**src/hw/rtl/dssd_pkg.sv**
```systemverilog
// ----------------------------------------------------------------------------
// dssd_pkg
// Shared types, constants and the segment table for the display driver.
// ----------------------------------------------------------------------------
package dssd_pkg;

  localparam int MAX_DIGITS = 8;

  localparam int CNT_W  = 4;
  localparam int NUM_W  = 28;
  localparam int Q_W    = 25;
  localparam int PROD_W = 60;
  localparam int RECIP_SHIFT = 35;
  localparam logic [31:0] RECIP_10 = 32'hCCCC_CCCD;

  localparam logic [1:0] FUNC_INIT    = 2'd0;
  localparam logic [1:0] FUNC_SET_NUM = 2'd1;
  localparam logic [1:0] FUNC_REFRESH = 2'd2;

  localparam logic [3:0] REG_DECODE     = 4'h9;
  localparam logic [3:0] REG_INTENSITY  = 4'hA;
  localparam logic [3:0] REG_SCAN_LIMIT = 4'hB;
  localparam logic [3:0] REG_POWER      = 4'hC;

  localparam logic [7:0] DATA_DECODE_OFF = 8'h00;
  localparam logic [7:0] DATA_INTENSITY  = 8'h08;
  localparam logic [7:0] DATA_POWER_ON   = 8'h01;

  localparam logic [7:0] PAT_MINUS = 8'h01;
  localparam logic [7:0] PAT_BLANK = 8'h00;
  localparam logic [7:0] PAT_DOT   = 8'h80;

  typedef enum logic [2:0] {
    FR_DECODE = 3'd0,
    FR_SCAN   = 3'd1,
    FR_INTENS = 3'd2,
    FR_POWER  = 3'd3,
    FR_BLANK  = 3'd4,
    FR_DIGIT  = 3'd5
  } frame_t;

  typedef struct packed {
    logic   load;
    logic   div;
    logic   digit;
    logic   minus;
    logic   blank;
    logic   idx_inc;
    logic   idx_dec;
    logic   idx_load_cnt;
    logic   copy;
    logic   emit;
    frame_t frame;
  } cmd_t;

  typedef struct packed {
    logic out_free;
    logic neg;
    logic q_zero;
    logic idx_lt_count;
    logic idx_is_one;
    logic idx_last;
    logic differ;
  } sts_t;

  function automatic logic [7:0] seg_pattern(input logic [3:0] d);
    logic [7:0] p;
    case (d)
      4'd0:    p = 8'h7E;
      4'd1:    p = 8'h30;
      4'd2:    p = 8'h6D;
      4'd3:    p = 8'h79;
      4'd4:    p = 8'h33;
      4'd5:    p = 8'h5B;
      4'd6:    p = 8'h5F;
      4'd7:    p = 8'h70;
      4'd8:    p = 8'h7F;
      4'd9:    p = 8'h7B;
      default: p = 8'h00;
    endcase
    return p;
  endfunction

endpackage

```
**src/hw/rtl/dssd_ctrl.sv**
```systemverilog
// ----------------------------------------------------------------------------
// dssd_ctrl
// Command sequencer: init frames, per-digit conversion, refresh frames.
// ----------------------------------------------------------------------------
module dssd_ctrl (
  input  logic                clk,
  input  logic                rst_n,
  input  logic                in_valid,
  input  logic [1:0]          in_func,
  output logic                in_stall,
  input  dssd_pkg::sts_t      sts,
  output dssd_pkg::cmd_t      cmd
);

  typedef enum logic [11:0] {
    S_IDLE       = 12'b0000_0000_0001,
    S_INIT_DEC   = 12'b0000_0000_0010,
    S_INIT_SCAN  = 12'b0000_0000_0100,
    S_INIT_INT   = 12'b0000_0000_1000,
    S_INIT_PWR   = 12'b0000_0001_0000,
    S_INIT_BLANK = 12'b0000_0010_0000,
    S_NUM_DIV    = 12'b0000_0100_0000,
    S_NUM_DIG    = 12'b0000_1000_0000,
    S_NUM_MINUS  = 12'b0001_0000_0000,
    S_NUM_FILL   = 12'b0010_0000_0000,
    S_REF_CHK    = 12'b0100_0000_0000,
    S_REF_EMIT   = 12'b1000_0000_0000
  } state_t;

  state_t state_r, state_nxt;

  always_ff @(posedge clk) begin
    if (!rst_n) begin
      state_r <= S_IDLE;
    end else begin
      state_r <= state_nxt;
    end
  end

  assign in_stall = (state_r != S_IDLE);

  always_comb begin
    state_nxt = state_r;
    cmd       = '0;
    cmd.frame = dssd_pkg::FR_DECODE;
    case (state_r)
      S_IDLE: begin
        if (in_valid) begin
          cmd.load = 1'b1;
          case (in_func)
            dssd_pkg::FUNC_INIT:    state_nxt = S_INIT_DEC;
            dssd_pkg::FUNC_SET_NUM: state_nxt = S_NUM_DIV;
            dssd_pkg::FUNC_REFRESH: state_nxt = S_REF_CHK;
            default:                state_nxt = S_IDLE;
          endcase
        end
      end
      S_INIT_DEC: begin
        if (sts.out_free) begin
          cmd.emit  = 1'b1;
          cmd.frame = dssd_pkg::FR_DECODE;
          state_nxt = S_INIT_SCAN;
        end
      end
      S_INIT_SCAN: begin
        if (sts.out_free) begin
          cmd.emit  = 1'b1;
          cmd.frame = dssd_pkg::FR_SCAN;
          state_nxt = S_INIT_INT;
        end
      end
      S_INIT_INT: begin
        if (sts.out_free) begin
          cmd.emit  = 1'b1;
          cmd.frame = dssd_pkg::FR_INTENS;
          state_nxt = S_INIT_PWR;
        end
      end
      S_INIT_PWR: begin
        if (sts.out_free) begin
          cmd.emit         = 1'b1;
          cmd.frame        = dssd_pkg::FR_POWER;
          cmd.idx_load_cnt = 1'b1;
          state_nxt        = S_INIT_BLANK;
        end
      end
      S_INIT_BLANK: begin
        if (sts.out_free) begin
          cmd.emit    = 1'b1;
          cmd.frame   = dssd_pkg::FR_BLANK;
          cmd.idx_dec = 1'b1;
          if (sts.idx_is_one) begin
            state_nxt = S_IDLE;
          end
        end
      end
      S_NUM_DIV: begin
        cmd.div   = 1'b1;
        state_nxt = S_NUM_DIG;
      end
      S_NUM_DIG: begin
        cmd.digit   = 1'b1;
        cmd.idx_inc = 1'b1;
        if (!sts.q_zero) begin
          state_nxt = S_NUM_DIV;
        end else if (sts.neg) begin
          state_nxt = S_NUM_MINUS;
        end else begin
          state_nxt = S_NUM_FILL;
        end
      end
      S_NUM_MINUS: begin
        cmd.minus   = 1'b1;
        cmd.idx_inc = 1'b1;
        state_nxt   = S_NUM_FILL;
      end
      S_NUM_FILL: begin
        if (sts.idx_lt_count) begin
          cmd.blank   = 1'b1;
          cmd.idx_inc = 1'b1;
        end else begin
          state_nxt = S_IDLE;
        end
      end
      S_REF_CHK: begin
        state_nxt = sts.differ ? S_REF_EMIT : S_IDLE;
      end
      S_REF_EMIT: begin
        if (sts.out_free) begin
          cmd.emit    = 1'b1;
          cmd.frame   = dssd_pkg::FR_DIGIT;
          cmd.idx_inc = 1'b1;
          if (sts.idx_last) begin
            cmd.copy  = 1'b1;
            state_nxt = S_IDLE;
          end
        end
      end
      default: begin
        state_nxt = S_IDLE;
      end
    endcase
  end

endmodule

```
**src/hw/rtl/dssd_datapath.sv**
```systemverilog
// ----------------------------------------------------------------------------
// dssd_datapath
// Digit stores, divide-by-ten step, digit-count register and output frame.
// ----------------------------------------------------------------------------
module dssd_datapath #(
  parameter int MAX_DIGITS = dssd_pkg::MAX_DIGITS
) (
  input  logic                        clk,
  input  logic                        rst_n,
  input  dssd_pkg::cmd_t              cmd,
  output dssd_pkg::sts_t              sts,
  input  logic signed [27:0]          in_number,
  input  logic [3:0]                  in_dot_place,
  input  logic                        cfg_we,
  input  logic [3:0]                  cfg_data,
  output logic                        out_valid,
  input  logic                        out_stall,
  output logic [3:0]                  out_reg_addr,
  output logic [7:0]                  out_reg_data,
  output logic                        out_last
);

  localparam int IDX_W = (MAX_DIGITS > 1) ? $clog2(MAX_DIGITS) : 1;
  localparam int CW    = dssd_pkg::CNT_W;
  localparam logic [CW-1:0] MAX_CNT = CW'(MAX_DIGITS);

  logic [CW-1:0]                 cfg_r;
  logic [CW-1:0]                 count;
  logic [CW-1:0]                 idx_r, idx_nxt;
  logic [dssd_pkg::NUM_W-1:0]    mag_r;
  logic [dssd_pkg::Q_W-1:0]      q_r;
  logic [3:0]                    dot_r;
  logic                          neg_r;
  logic [7:0]                    digit_r [MAX_DIGITS];
  logic [7:0]                    sent_r  [MAX_DIGITS];
  logic [dssd_pkg::PROD_W-1:0]   prod;
  logic [dssd_pkg::NUM_W-1:0]    q10;
  logic [dssd_pkg::NUM_W-1:0]    rem_full;
  logic [7:0]                    num_pat;
  logic [7:0]                    wr_pat;
  logic                          wr_en;
  logic [IDX_W-1:0]              idx_a;
  logic                          differ;
  logic                          out_valid_r;
  logic [3:0]                    addr_r, addr_nxt;
  logic [7:0]                    data_r, data_nxt;
  logic                          last_r, last_nxt;

  assign idx_a = idx_r[IDX_W-1:0];

  // digit count register and clamp
  always_ff @(posedge clk) begin
    if (!rst_n) begin
      cfg_r <= MAX_CNT;
    end else if (cfg_we) begin
      cfg_r <= cfg_data;
    end
  end

  always_comb begin
    if (cfg_r == '0) begin
      count = CW'(1);
    end else if (cfg_r > MAX_CNT) begin
      count = MAX_CNT;
    end else begin
      count = cfg_r;
    end
  end

  // divide by ten: reciprocal multiply, registered, then remainder
  assign prod     = dssd_pkg::PROD_W'(mag_r) * dssd_pkg::PROD_W'(dssd_pkg::RECIP_10);
  assign q10      = (dssd_pkg::NUM_W'(q_r) << 3) + (dssd_pkg::NUM_W'(q_r) << 1);
  assign rem_full = mag_r - q10;
  assign num_pat  = dssd_pkg::seg_pattern(rem_full[3:0]) |
                    ((idx_r == dot_r) ? dssd_pkg::PAT_DOT : 8'h00);

  always_ff @(posedge clk) begin
    if (cmd.load) begin
      neg_r <= in_number[27];
      dot_r <= in_dot_place;
      mag_r <= in_number[27] ? (dssd_pkg::NUM_W'(0) - in_number) : in_number;
    end else if (cmd.digit) begin
      mag_r <= dssd_pkg::NUM_W'(q_r);
    end
    if (cmd.div) begin
      q_r <= prod[dssd_pkg::RECIP_SHIFT +: dssd_pkg::Q_W];
    end
  end

  // index counter
  always_comb begin
    idx_nxt = idx_r;
    if (cmd.load) begin
      idx_nxt = '0;
    end else if (cmd.idx_load_cnt) begin
      idx_nxt = count;
    end else if (cmd.idx_dec) begin
      idx_nxt = idx_r - CW'(1);
    end else if (cmd.idx_inc) begin
      idx_nxt = idx_r + CW'(1);
    end
  end

  always_ff @(posedge clk) begin
    if (!rst_n) begin
      idx_r <= '0;
    end else begin
      idx_r <= idx_nxt;
    end
  end

  // digit and sent stores
  always_comb begin
    if (cmd.digit) begin
      wr_pat = num_pat;
    end else if (cmd.minus) begin
      wr_pat = dssd_pkg::PAT_MINUS;
    end else begin
      wr_pat = dssd_pkg::PAT_BLANK;
    end
  end

  assign wr_en = (cmd.digit || cmd.minus || cmd.blank) && (idx_r < MAX_CNT);

  always_ff @(posedge clk) begin
    if (!rst_n) begin
      for (int k = 0; k < MAX_DIGITS; k++) begin
        digit_r[k] <= '0;
        sent_r[k]  <= '0;
      end
    end else begin
      if (wr_en) begin
        digit_r[idx_a] <= wr_pat;
      end
      if (cmd.copy) begin
        for (int k = 0; k < MAX_DIGITS; k++) begin
          sent_r[k] <= digit_r[k];
        end
      end
    end
  end

  always_comb begin
    differ = 1'b0;
    for (int k = 0; k < MAX_DIGITS; k++) begin
      differ = differ | (digit_r[k] != sent_r[k]);
    end
  end

  // output frame register
  always_comb begin
    addr_nxt = dssd_pkg::REG_DECODE;
    data_nxt = dssd_pkg::DATA_DECODE_OFF;
    last_nxt = 1'b0;
    case (cmd.frame)
      dssd_pkg::FR_DECODE: begin
        addr_nxt = dssd_pkg::REG_DECODE;
        data_nxt = dssd_pkg::DATA_DECODE_OFF;
      end
      dssd_pkg::FR_SCAN: begin
        addr_nxt = dssd_pkg::REG_SCAN_LIMIT;
        data_nxt = 8'(count - CW'(1));
      end
      dssd_pkg::FR_INTENS: begin
        addr_nxt = dssd_pkg::REG_INTENSITY;
        data_nxt = dssd_pkg::DATA_INTENSITY;
      end
      dssd_pkg::FR_POWER: begin
        addr_nxt = dssd_pkg::REG_POWER;
        data_nxt = dssd_pkg::DATA_POWER_ON;
      end
      dssd_pkg::FR_BLANK: begin
        addr_nxt = idx_r;
        data_nxt = dssd_pkg::PAT_BLANK;
        last_nxt = (idx_r == CW'(1));
      end
      dssd_pkg::FR_DIGIT: begin
        addr_nxt = idx_r + CW'(1);
        data_nxt = digit_r[idx_a];
        last_nxt = (idx_r + CW'(1) == count);
      end
      default: begin
        addr_nxt = dssd_pkg::REG_DECODE;
      end
    endcase
  end

  always_ff @(posedge clk) begin
    if (!rst_n) begin
      out_valid_r <= 1'b0;
    end else if (cmd.emit) begin
      out_valid_r <= 1'b1;
    end else if (!out_stall) begin
      out_valid_r <= 1'b0;
    end
  end

  always_ff @(posedge clk) begin
    if (cmd.emit) begin
      addr_r <= addr_nxt;
      data_r <= data_nxt;
      last_r <= last_nxt;
    end
  end

  assign out_valid    = out_valid_r;
  assign out_reg_addr = addr_r;
  assign out_reg_data = data_r;
  assign out_last     = last_r;

  assign sts.out_free     = !out_valid_r || !out_stall;
  assign sts.neg          = neg_r;
  assign sts.q_zero       = (q_r == '0);
  assign sts.idx_lt_count = (idx_r < count);
  assign sts.idx_is_one   = (idx_r == CW'(1));
  assign sts.idx_last     = (idx_r + CW'(1) == count);
  assign sts.differ       = differ;

endmodule

```
**src/hw/rtl/decimal_seven_segment_display_driver.sv**
```systemverilog
// ----------------------------------------------------------------------------
// decimal_seven_segment_display_driver
// Turns display commands into register write words for a seven-segment
// display controller.
// ----------------------------------------------------------------------------
// Input channel (in_valid/in_stall): one command word per accept. in_stall
// is high while a command is in progress; one command is worked at a time.
//   init:       4 setup words then count blank words, one word per cycle
//               when the output is not stalled.
//   set number: a divide-by-ten step per decimal digit (reciprocal
//               multiply, then remainder), then a minus sign if negative
//               and blank fill up to the digit count. No output.
//   refresh:    a compare step, then count digit words if anything changed.
// Output channel (out_valid/out_stall): a single output register; a word
// waits there while out_stall is high and the sequencer holds until it
// frees. out_last marks the final word of a command.
// cfg_we/cfg_data write the digit count (0 acts as 1, large values clamp).
// Reset (rst_n, synchronous): digit count 8, both digit stores zero, output
// empty, ready for a command on the next cycle.
// ----------------------------------------------------------------------------
module decimal_seven_segment_display_driver #(
  parameter int MAX_DIGITS = dssd_pkg::MAX_DIGITS
) (
  input  logic               clk,
  input  logic               rst_n,
  input  logic               in_valid,
  output logic               in_stall,
  input  logic [1:0]         in_func,
  input  logic signed [27:0] in_number,
  input  logic [3:0]         in_dot_place,
  output logic               out_valid,
  input  logic               out_stall,
  output logic [3:0]         out_reg_addr,
  output logic [7:0]         out_reg_data,
  output logic               out_last,
  input  logic               cfg_we,
  input  logic [3:0]         cfg_data
);

  dssd_pkg::cmd_t cmd;
  dssd_pkg::sts_t sts;

  dssd_ctrl u_ctrl (
    .clk      (clk),
    .rst_n    (rst_n),
    .in_valid (in_valid),
    .in_func  (in_func),
    .in_stall (in_stall),
    .sts      (sts),
    .cmd      (cmd)
  );

  dssd_datapath #(
    .MAX_DIGITS (MAX_DIGITS)
  ) u_datapath (
    .clk          (clk),
    .rst_n        (rst_n),
    .cmd          (cmd),
    .sts          (sts),
    .in_number    (in_number),
    .in_dot_place (in_dot_place),
    .cfg_we       (cfg_we),
    .cfg_data     (cfg_data),
    .out_valid    (out_valid),
    .out_stall    (out_stall),
    .out_reg_addr (out_reg_addr),
    .out_reg_data (out_reg_data),
    .out_last     (out_last)
  );

endmodule

```
**config.mk**
```make
export PLATFORM = sky130hd
export DESIGN_NAME = decimal_seven_segment_display_driver
export DESIGN_NICKNAME = d
export VERILOG_FILES = /design/src/hw/rtl/dssd_pkg.sv /design/src/hw/rtl/dssd_ctrl.sv /design/src/hw/rtl/dssd_datapath.sv /design/src/hw/rtl/decimal_seven_segment_display_driver.sv
export SDC_FILE = /design/constraint.sdc
export NUM_CORES = 1
export LEC_CHECK = 0
export ABC_AREA = 1
export ABC_CLOCK_PERIOD_IN_PS = 8550
export BUFFER_PORTS_ARGS = -buffer_cell sky130_fd_sc_hd__buf_2
export CELL_PAD_IN_SITES_DETAIL_PLACEMENT = 1
export CELL_PAD_IN_SITES_GLOBAL_PLACEMENT = 2
export CORE_ASPECT_RATIO = 0.75
export CORE_MARGIN = 10
export CORE_UTILIZATION = 30
export CTS_BUF_LIST = sky130_fd_sc_hd__clkbuf_8
export CTS_CLUSTER_DIAMETER = 40
export CTS_CLUSTER_SIZE = 16
export DETAILED_ROUTE_END_ITERATION = 10
export GPL_TIMING_DRIVEN = 0
export PLACE_DENSITY = 0.65
export SLEW_MARGIN = 30
export SYNTH_ARGS = -nofsm -noshare
export SYNTH_HDL_FRONTEND = slang
export SYNTH_HIERARCHICAL = 1
export SYNTH_SLANG_ARGS = --single-unit
```
**constraint.sdc**
```tcl
create_clock -name clk -period 8.55 [get_ports clk]
set_input_delay 0.4275 -clock clk [delete_from_list [all_inputs] [get_ports clk]]
set_output_delay 0.4275 -clock clk [all_outputs]
set_load 0.05 [all_outputs]
```
==> out/qor.yml, run 1 <==
status: "finished, final reports clean"
grt_pass1_vias: 19400
clock_path_buffers: 3
maxSlewHeadroom_pct: 24.0
cts_tree: "built"
finalSetupViolCount: 0
clkTransAtPathRegs_ps: 90
vias_per_cell: 4.79
io_buffers: 57
antenna_found_initial: 2
synthTopCellsByArea: "edfxtp_1 (26%), fa_1 (17%), ha_1 (14%)"
critPathKind: "flop to flop"
arrival_ps: 7810
dr.pass1.iters: 5
syn_avg_cell_area_um2: 8.29
whs_ps: 44.4
period_needed_ps: 7480
synth_area_um2: 23200
syn_nets: 3311
clock_sinks: 223
drc: 0
hp-class: "input pin to flop"
postRouteAntennaNets: 0
crit_fanout: 5
startpoint_type: "flop"
die_h_um: 261
post-cts-setup-buffer-count: 0
postLayoutCellArea_um2: 25600
htreeDepth: 1
fp.dieW_um: 341
grt_setup_unrepaired: "no"
synth_top_area_cell: "edfxtp_1"
async_flop_share_pct: 0
maxCapViolations: 0
cts_hold_buf: 5
vias: 18900
drive_gt1_share_pct: 5.73
routed_wl_um: 85500
core_um2: 76900
synth_warnings: 6
finalCritPeriodShare_pct: 87.5
clock_skew_ps: 32.1
synth_edf_count: 199
cts_made_buffers: 27
seq_area_frac_synth_pct: 27.8
slew_violations: 0
fin_setup_tns_ps: 0
cts_resized: 0
dp_hpwl_um: 75200
root_buffer: "clkbuf_8"
end_kind: "flop"
tightest_slew_ps: 1130
std_cell_rows: 88
grt_usage_pct: 18.8
ys_dominant_reg_cell: "edfxtp_1"
synthCells: 2803
synth_cell_type_count: 50
hold_viol: 0
area_growth_pct: 10.1
final_cell_mix: "inv_1 (661), nand2_1 (475), nor2_1 (310), ha_1 (263), fa_1 (202)"
grt_remaining_overflow: 0
place_area_um2: 24800
crit_required_ps: 8880
start_util_pct: 30.2
io_pins: 58
wl_per_cell_um: 21.6
yosys_register_bits: 223
fin_nets: 3403
final_common_cell: "inv_1"
dr.first_iter.drc_count: 1371
grt_max_degree: 41
gp_congestion: 0.923
die_area_um2: 89100
synth_top_area_share_pct: 25.7
grt_pass1_wl_um: 126000
clk_latency_ps: 620
fmax_mhz: 134
-- final timing paths --
path                             from                   to  slack [ps]  depth (start not counted)
hold / removal                 cfg_we  u_datapath/cfg_r[3]          40                          2
setup reg to reg  u_datapath/mag_r[4]   u_datapath/q_r[22]        1070                         22
hold reg to reg   u_datapath/cfg_r[0]  u_datapath/cfg_r[0]         470                          2
setup / recovery  u_datapath/mag_r[4]   u_datapath/q_r[22]        1070                         22
-- per-stage QoR --
stage,std cells,util [%],setup WS [ps]
finish,3952,33.3,1070
CTS,3951,33.3,1350
global route,3951,33.3,781
floorplan,2803,-,2930
detailed placement,3896,32.3,1410
global placement,3895,32.3,1380
-- synth_stat cells, types with 2 or more instances --
master / instances
nand3b_1: 7
buf_4: 2
o22ai_1: 3
ha_1: 263
o2111ai_1: 2
xnor2_1: 40
nand2_4: 5
nor4_1: 15
nor2_2: 4
nand2_1: 476
o21bai_1: 17
o21a_1: 3
inv_1: 661
nor2_1: 311
a31oi_1: 11
inv_2: 2
buf_2: 4
xor2_1: 53
fa_1: 202
o211ai_1: 9
nand2_2: 8
or2_2: 24
o21ai_0: 112
a21oi_1: 120
nor2_4: 4
edfxtp_1: 199
nand4_1: 34
nor3_1: 36
clkinv_1: 3
dfxtp_1: 24
nand3_1: 98
clkbuf_1: 28
a21o_1: 6
-- sequential cells by signal, indices dropped and copies added (netlist names), named ones only --
name / cells
u_ctrl/state_r: 12
u_datapath/cfg_r: 4
u_datapath/digit_r: 64
u_datapath/dot_r: 4
u_datapath/idx_r: 4
u_datapath/mag_r: 28
u_datapath/neg_r: 1
u_datapath/out_last: 1
u_datapath/out_reg_addr: 4
u_datapath/out_reg_data: 8
u_datapath/out_valid: 1
u_datapath/q_r: 25
u_datapath/sent_r: 64
-- final cells by class --
| type | count | area [um2] |
|---|---|---|
| Clock buffer | 27 | 372 |
| Multi-Input combinational cell | 1878 | 14100 |
| Timing Repair Buffer | 63 | 355 |
| Fill cell | 9201 | 51300 |
| Buffer | 35 | 151 |
| Sequential cell | 223 | 6460 |
| Inverter | 667 | 2510 |
| Antenna cell | 1 | 2.50 |
| Clock inverter | 23 | 312 |
| Tap cell | 1035 | 1290 |
-- worst max-delay path: stages (launching register included) --
cell and delay [ps]:
edfxtp_1 530, ha_1 390, inv_1 70, fa_1 580
fa_1 640, inv_1 130, fa_1 640, inv_1 160
fa_1 510, inv_1 60, fa_1 530, inv_1 50
fa_1 550, inv_1 50, ha_1 200, a21oi_1 220
o21ai_0 200, a21oi_1 650, nand3_1 500, nand2_1 290
nand2_1 80, nand2_1 60, nand2_1 110
-- metal layers --
| layer | up-vias | share of wire [%] | global-route usage [%] |
|---|---|---|---|
| met4 | 2 | 0.97 | 2.03 |
| met1 | 9431 | 52 | 29.4 |
| met5 | - | 0.015 | 0 |
| met3 | 45 | 9.2 | 6.16 |
| li1 | 8984 | - | - |
| met2 | 449 | 38 | 25.2 |
-- logic make-up after synthesis --
logic type                 count (synthesis)  synth area share, %
buffers and inverters                    702                 11.4
AOI/OAI and AO/OA                        293                 6.92
and+or+nand+nor                         1025                 18.6
DFF                                      223                 27.8
adders and majority gates                465                 31.6
xor gates and xnor gates                  95                 3.65
Power of run 1 is left out: the tool's default activity adds up to more than one toggle a clock period on the data nets, which glitch-free logic cannot reach.
==> inputs of run 2 (changes only) <==
--- a/config.mk
+++ b/config.mk
@@ -6,7 +6,7 @@
 export NUM_CORES = 1
 export LEC_CHECK = 0
 export ABC_AREA = 1
-export ABC_CLOCK_PERIOD_IN_PS = 8550
+export ABC_CLOCK_PERIOD_IN_PS = 9300
 export BUFFER_PORTS_ARGS = -buffer_cell sky130_fd_sc_hd__buf_2
 export CELL_PAD_IN_SITES_DETAIL_PLACEMENT = 1
 export CELL_PAD_IN_SITES_GLOBAL_PLACEMENT = 2
==> constraint.sdc (replaced) <==
create_clock -name clk -period 9.3 [get_ports clk]
set_input_delay 0.465 -clock clk [delete_from_list [all_inputs] [get_ports clk]]
set_output_delay 0.465 -clock clk [all_outputs]
set_load 0.05 [all_outputs]
==> out/qor.yml, run 2 (same netlist as run 1, synthesis figures left out) <==
wl_per_cell_um: 21.7  # about the same
crit_fanout: 5  # unchanged
start_util_pct: 30.2  # unchanged
crit_required_ps: 9620  # +740 ps
die_h_um: 261  # unchanged
dr.first_iter.drc_count: 1489  # +8.6%
arrival_ps: 7830  # +20 ps
num-fill-cells: 9201  # unchanged
gp_congestion: 0.923  # unchanged
tightest_slew_ps: 1070  # -56.2 ps
critPathKind: "flop to flop"
end_kind: "flop"
maxSlewHeadroom_pct: 27.8  # +3.8 points
core_um2: 76900  # unchanged
grt_max_degree: 41  # unchanged
cts_hold_buf: 3  # -2
status: "finished, final reports clean"
finalSetupViolCount: 0  # unchanged
fp.dieW_um: 341  # unchanged
vias_per_cell: 4.79  # +0.12%
postLayoutCellArea_um2: 25600  # about the same
vias: 18900  # +0.074%
slew_violations: 0  # unchanged
drive_gt1_share_pct: 5.73  # about the same
postRouteAntennaNets: 0  # unchanged
clkTransAtPathRegs_ps: 90  # about the same
antenna_found_initial: 2  # unchanged
clock_sinks: 223  # unchanged
post-cts-setup-buffer-count: 0  # unchanged
htreeDepth: 1  # unchanged
dp_hpwl_um: 75200  # unchanged
grt_pass1_wl_um: 126000  # about the same
largest_registers: "u_datapath/digit_r x64, u_datapath/sent_r x64, u_datapath/mag_r x28"
clock_skew_ps: 35.4  # +3.28 ps
place_area_um2: 24800  # unchanged
std_cell_rows: 88  # unchanged
grt_remaining_overflow: 0  # unchanged
grt_usage_pct: 18.8  # about the same
cts_tree: "built"
final_cell_mix: "inv_1 (661), nand2_1 (475), nor2_1 (310), ha_1 (263), fa_1 (202)"
cts_resized: 0  # unchanged
grt_pass1_vias: 19400  # -0.098%
cts_made_buffers: 27  # unchanged
multi_input_area_um2: 14100  # unchanged
grt_setup_unrepaired: "no"
final_common_cell: "inv_1"
clock_path_buffers: 3  # unchanged
period_needed_ps: 7510  # +23.9 ps
clk_latency_ps: 620  # about the same
finalCritPeriodShare_pct: 80.7  # -6.8 points
maxCapViolations: 0  # unchanged
fin_nets: 3401  # -0.059%
drc: 0  # unchanged
routed_wl_um: 85500  # about the same
seq_area_um2: 6460  # unchanged
io_pins: 58  # unchanged
dr.pass1.iters: 5  # unchanged
die_area_um2: 89100  # unchanged
io_buffers: 57  # unchanged
fmax_mhz: 133  # -0.32%
root_buffer: "clkbuf_8"
startpoint_type: "flop"
hp-class: "input pin to flop"
hold_viol: 0  # unchanged
area_growth_pct: 10.0  # about the same
fin_setup_tns_ps: 0  # unchanged
-- run 2: cell type report --
| type | count | share of cell area (%) |
|---|---|---|
| Clock buffer | 27 | 1.45 |
| Clock inverter | 23 | 1.22 |
| Timing Repair Buffer | 61 | 1.31 |
| Tap cell | 1035 | 5.07 |
| Buffer | 35 | 0.592 |
| Multi-Input combinational cell | 1878 | 55.3 |
| Inverter | 667 | 9.81 |
| Antenna cell | 1 | 0.00979 |
| Sequential cell | 223 | 25.3 |
-- run 2: per-layer routing --
| layer | wire (um) | vias to the layer above | GRT usage, % |
|---|---|---|---|
| met5 | 13 | - | 0 |
| met2 | 32600 | 466 | 25.2 |
| li1 | - | 8980 | - |
| met3 | 8040 | 47 | 6.16 |
| met4 | 839 | 2 | 2.03 |
| met1 | 44100 | 9430 | 29.4 |
-- run 2: worst max-delay path, stage by stage (launching register included) --
cell      delay, ps
edfxtp_1        520
ha_1            380
inv_1            70
fa_1            580
fa_1            640
inv_1           130
fa_1            650
inv_1           160
fa_1            510
inv_1            60
fa_1            530
inv_1            50
fa_1            550
inv_1            50
ha_1            200
a21oi_1         230
o21ai_0         200
a21oi_1         650
nand3_1         500
nand2_1         290
nand2_1          80
nand2_1          60
nand2_1         110
-- run 2: worst paths after layout --
path	from	endpoint	slack, ps	depth (start not counted)
worst max-delay path	u_datapath/mag_r[4]	u_datapath/q_r[22]	1790	22
worst min-delay path	in_dot_place[0]	u_datapath/dot_r[0]	40	1
worst max register to register	u_datapath/mag_r[4]	u_datapath/q_r[22]	1790	22
worst min register to register	u_datapath/cfg_r[0]	u_datapath/cfg_r[0]	470	2
-- run 2: metrics by stage --
| stage | hold slack [ps] | util [%] | setup slack, ps | std cells |
|---|---|---|---|---|
| floorplan | 434 | - | 3680 | 2803 |
| global placement | 460 | 32.3 | 2130 | 3895 |
| detailed placement | 463 | 32.3 | 2160 | 3896 |
| CTS | 2.74 | 33.3 | 2100 | 3949 |
| global route | 2.55 | 33.3 | 1530 | 3949 |
| finish | 43.4 | 33.3 | 1790 | 3950 |
Power of run 2 is left out for the same reason.
==> inputs of run 3 (changes only) <==
--- a/config.mk
+++ b/config.mk
@@ -5,8 +5,8 @@
 export SDC_FILE = /design/constraint.sdc
 export NUM_CORES = 1
 export LEC_CHECK = 0
-export ABC_AREA = 1
-export ABC_CLOCK_PERIOD_IN_PS = 9300
+export ABC_AREA = 0
+export ABC_CLOCK_PERIOD_IN_PS = 7800
 export BUFFER_PORTS_ARGS = -buffer_cell sky130_fd_sc_hd__buf_2
 export CELL_PAD_IN_SITES_DETAIL_PLACEMENT = 1
 export CELL_PAD_IN_SITES_GLOBAL_PLACEMENT = 2
@@ -18,7 +18,7 @@
 export CTS_CLUSTER_SIZE = 16
 export DETAILED_ROUTE_END_ITERATION = 10
 export GPL_TIMING_DRIVEN = 0
-export PLACE_DENSITY = 0.65
+export PLACE_DENSITY = 0.61
 export SLEW_MARGIN = 30
 export SYNTH_ARGS = -nofsm -noshare
 export SYNTH_HDL_FRONTEND = slang
==> constraint.sdc (replaced) <==
create_clock -name clk -period 7.8 [get_ports clk]
set_input_delay 0.39 -clock clk [delete_from_list [all_inputs] [get_ports clk]]
set_output_delay 0.39 -clock clk [all_outputs]
set_load 0.05 [all_outputs]
==> out/qor.yml, run 3 <==
start_util_pct: 30.5  # +0.25 points
yosys_register_bits: 223  # unchanged
crit_required_ps: 8190  # -1430 ps
std_cell_rows: 84  # -4.5%
synth_edf_count: 199  # unchanged
end_kind: "flop"
critPathKind: "flop to flop"
die_h_um: 252  # -3.4%
cts_made_buffers: 29  # +7.4%
io_buffers: 56  # -1.8%
io_pins: 58  # unchanged
fin_setup_tns_ps: 0  # unchanged
grt_max_degree: 35  # -15%
drc: 0  # unchanged
wl_per_cell_um: 22.2  # +2.3%
async_flop_share_pct: 0  # unchanged
antenna_found_initial: 5  # +3
postLayoutCellArea_um2: 24000  # -6.0%
gp_congestion: 0.858  # -7.1%
htreeDepth: 1  # unchanged
largest_registers: "u_datapath/digit_r x64, u_datapath/sent_r x64, u_datapath/mag_r x28"
clk_latency_ps: 620  # about the same
period_needed_ps: 7460  # -43.9 ps
startpoint_type: "flop"
vias_per_cell: 4.98  # +3.9%
clock_sinks: 223  # unchanged
die_area_um2: 83000  # -6.8%
synth_most_common_cell: "inv_1"
status: "finished, final reports clean"
synth_top_area_cell: "edfxtp_1"
synth_commonest_cells: "inv_1 (408), ha_1 (263), fa_1 (202), edfxtp_1 (199), nor2_1 (148)"
routed_wl_um: 69900  # -18%
slew_violations: 0  # unchanged
r2r_slack_ps: 340  # -1460 ps
seq_area_frac_synth_pct: 30.0  # +2.2 points
maxSlewHeadroom_pct: 39.9  # +12 points
synthCells: 2069  # -26%
grt_usage_pct: 16.6  # -2.2 points
synth_cell_type_count: 82  # +64%
grt_pass1_wl_um: 105000  # -17%
arrival_ps: 7850  # +20 ps
cts_tree: "built"
root_buffer: "clkbuf_8"
fp.dieW_um: 329  # -3.5%
grt_pass1_vias: 16200  # -16%
hold_end: "u_datapath/out_valid"
worstPathCellList: "ha_1 > fa_1 > fa_1 > inv_1 > fa_1 > inv_1 > fa_1 > xor2_1 > ha_1 > a21oi_1 > fa_1 > inv_1 > ha_1 > clkbuf_1 > nand4_1 > nor2_2 > o211a_1 > a211oi_4 > or3_1 > o21ai_4 > clkbuf_4 > a21oi_1 > o311ai_0"
dr.pass1.iters: 5  # unchanged
multi_input_area_um2: 13500  # -4.4%
finalSetupViolCount: 0  # unchanged
syn_avg_cell_area_um2: 10.4  # +26%
synth_warnings: 6  # unchanged
syn_nets: 2577  # -22%
fin_nets: 2687  # -21%
crit_top_cell: "fa_1"
dr.first_iter.drc_count: 1061  # -29%
maxCapViolations: 0  # unchanged
min_path_cells: 3  # +2
core_um2: 70600  # -8.1%
clkTransAtPathRegs_ps: 70  # -20 ps
clock_skew_ps: 23.3  # -12.1 ps
fmax_mhz: 134  # +0.59%
tightest_slew_ps: 901  # -170 ps
area_growth_pct: 11.6
crit_fanout: 10  # +5
grt_remaining_overflow: 0  # unchanged
hold_viol: 0  # unchanged
crit_path_max_incr_delay_ps: 740  # +90 ps
drive_gt1_share_pct: 9.27  # +3.5 points
synth_top_area_share_pct: 27.8  # +2.0 points
seq_area_um2: 6460  # unchanged
rr_startpoint: "u_datapath/mag_r[13]"
ys_dominant_reg_cell: "edfxtp_1"
hp-class: "input pin to flop"
final_common_cell: "inv_1"
clock_path_buffers: 3  # unchanged
dp_hpwl_um: 59000  # -22%
cp_slowest_cell: "fa_1"
finalCritPeriodShare_pct: 95.7  # +15 points
num-fill-cells: 7979  # -13%
postRouteAntennaNets: 0  # unchanged
vias: 15700  # -17%
synth_area_um2: 21500  # -7.3%
final_cell_mix: "inv_1 (410), ha_1 (263), fa_1 (199), edfxtp_1 (199), nor2_1 (146)"
r2r-end: "u_datapath/q_r[19]"
synthTopCellsByArea: "edfxtp_1 (28%), fa_1 (19%), ha_1 (15%)"
holdCritStartpoint: "out_stall"
r2r_cells: 23  # +4.5%
place_area_um2: 23100  # -7.1%
## run 3: changes by cell type after synthesis, sizes merged, moves of 30 or more
cell   before  now
xnor2      41   99
o21ai     114   56
nor2      319  148
inv       664  409
and3        1   59
nand2     489   86
nand3      98   26
a21oi     120   90
## run 3: through the flow
stage	setup slack (ps)	hold WS, ps	std cells	util, %
2_1_floorplan	1380	465	2069	-
3_3_place_gp	-803	520	3071	32.6
3_5_place_dp	-436	529	3077	32.7
4_1_cts	2.32	12.5	3140	33.8
5_1_grt	-20.0	33.4	3151	34.0
6_report	337	54.6	3153	34.0
## run 3: critical path, delay by kind of cell (launching register included)
family                   cells  cell delay (ps)
adder cells (fa/ha/maj)      8             3690
flip-flops                   1              510
AO/OA/AOI/OAI                6             1010
XOR/XNOR                     1              230
buffers and inverters        5              840
AND/OR/NAND/NOR              3              950
## run 3: how the worst max path moves through the flow
stage                                    start                 end  slack (ps)  cells past startpoint
after floorplan           u_datapath/mag_r[22]  u_datapath/q_r[23]        1380                     25
after global placement     u_datapath/mag_r[1]  u_datapath/q_r[14]        -800                     20
after detailed placement   u_datapath/mag_r[1]  u_datapath/q_r[24]        -440                     21
after CTS                 u_datapath/mag_r[14]  u_datapath/q_r[19]           2                     21
after global routing      u_datapath/mag_r[23]  u_datapath/q_r[19]         -20                     26
final                     u_datapath/mag_r[13]  u_datapath/q_r[19]         340                     23
## run 3: area by class of cell
type | instances | area share (%)
Clock inverter | 23 | 1.08
Timing Repair Buffer | 80 | 2.01
Buffer | 44 | 0.760
Multi-Input combinational cell | 1392 | 56.2
Tap cell | 946 | 4.93
Antenna cell | 6 | 0.0625
Inverter | 409 | 6.39
Clock buffer | 30 | 1.72
Sequential cell | 223 | 26.9
## run 3: kinds of logic after synthesis
logic type               synth area share (%)
adder cells (fa/ha/maj)                  34.1
flip-flops                               30.0
multiplexers                             2.64
buffers and inverters                    7.97
XOR/XNOR                                 5.86
AO/OA/AOI/OAI                            7.36
AND/OR/NAND/NOR                          12.1
## run 3: what timing repair did
item / 4_1_cts / 5_1_grt
setup buffers: 1 / 8
endpoints found under the setup margin: 11 / 16
gates resized for setup: 5 / 19
hold buffers: 9 / 0
endpoints found under the hold margin: 8 / 0
## run 3: per-layer routing
layer  share of wire [%]  global-route usage [%]  vias to the layer above
li1                    -                       -                     7188
met1                  56                    27.8                     8128
met2                  38                    21.5                      336
met3                 6.1                    3.41                       39
met4                0.79                    1.41                        0
met5                   0                       0                        -
Power of run 3 is left out for the same reason.
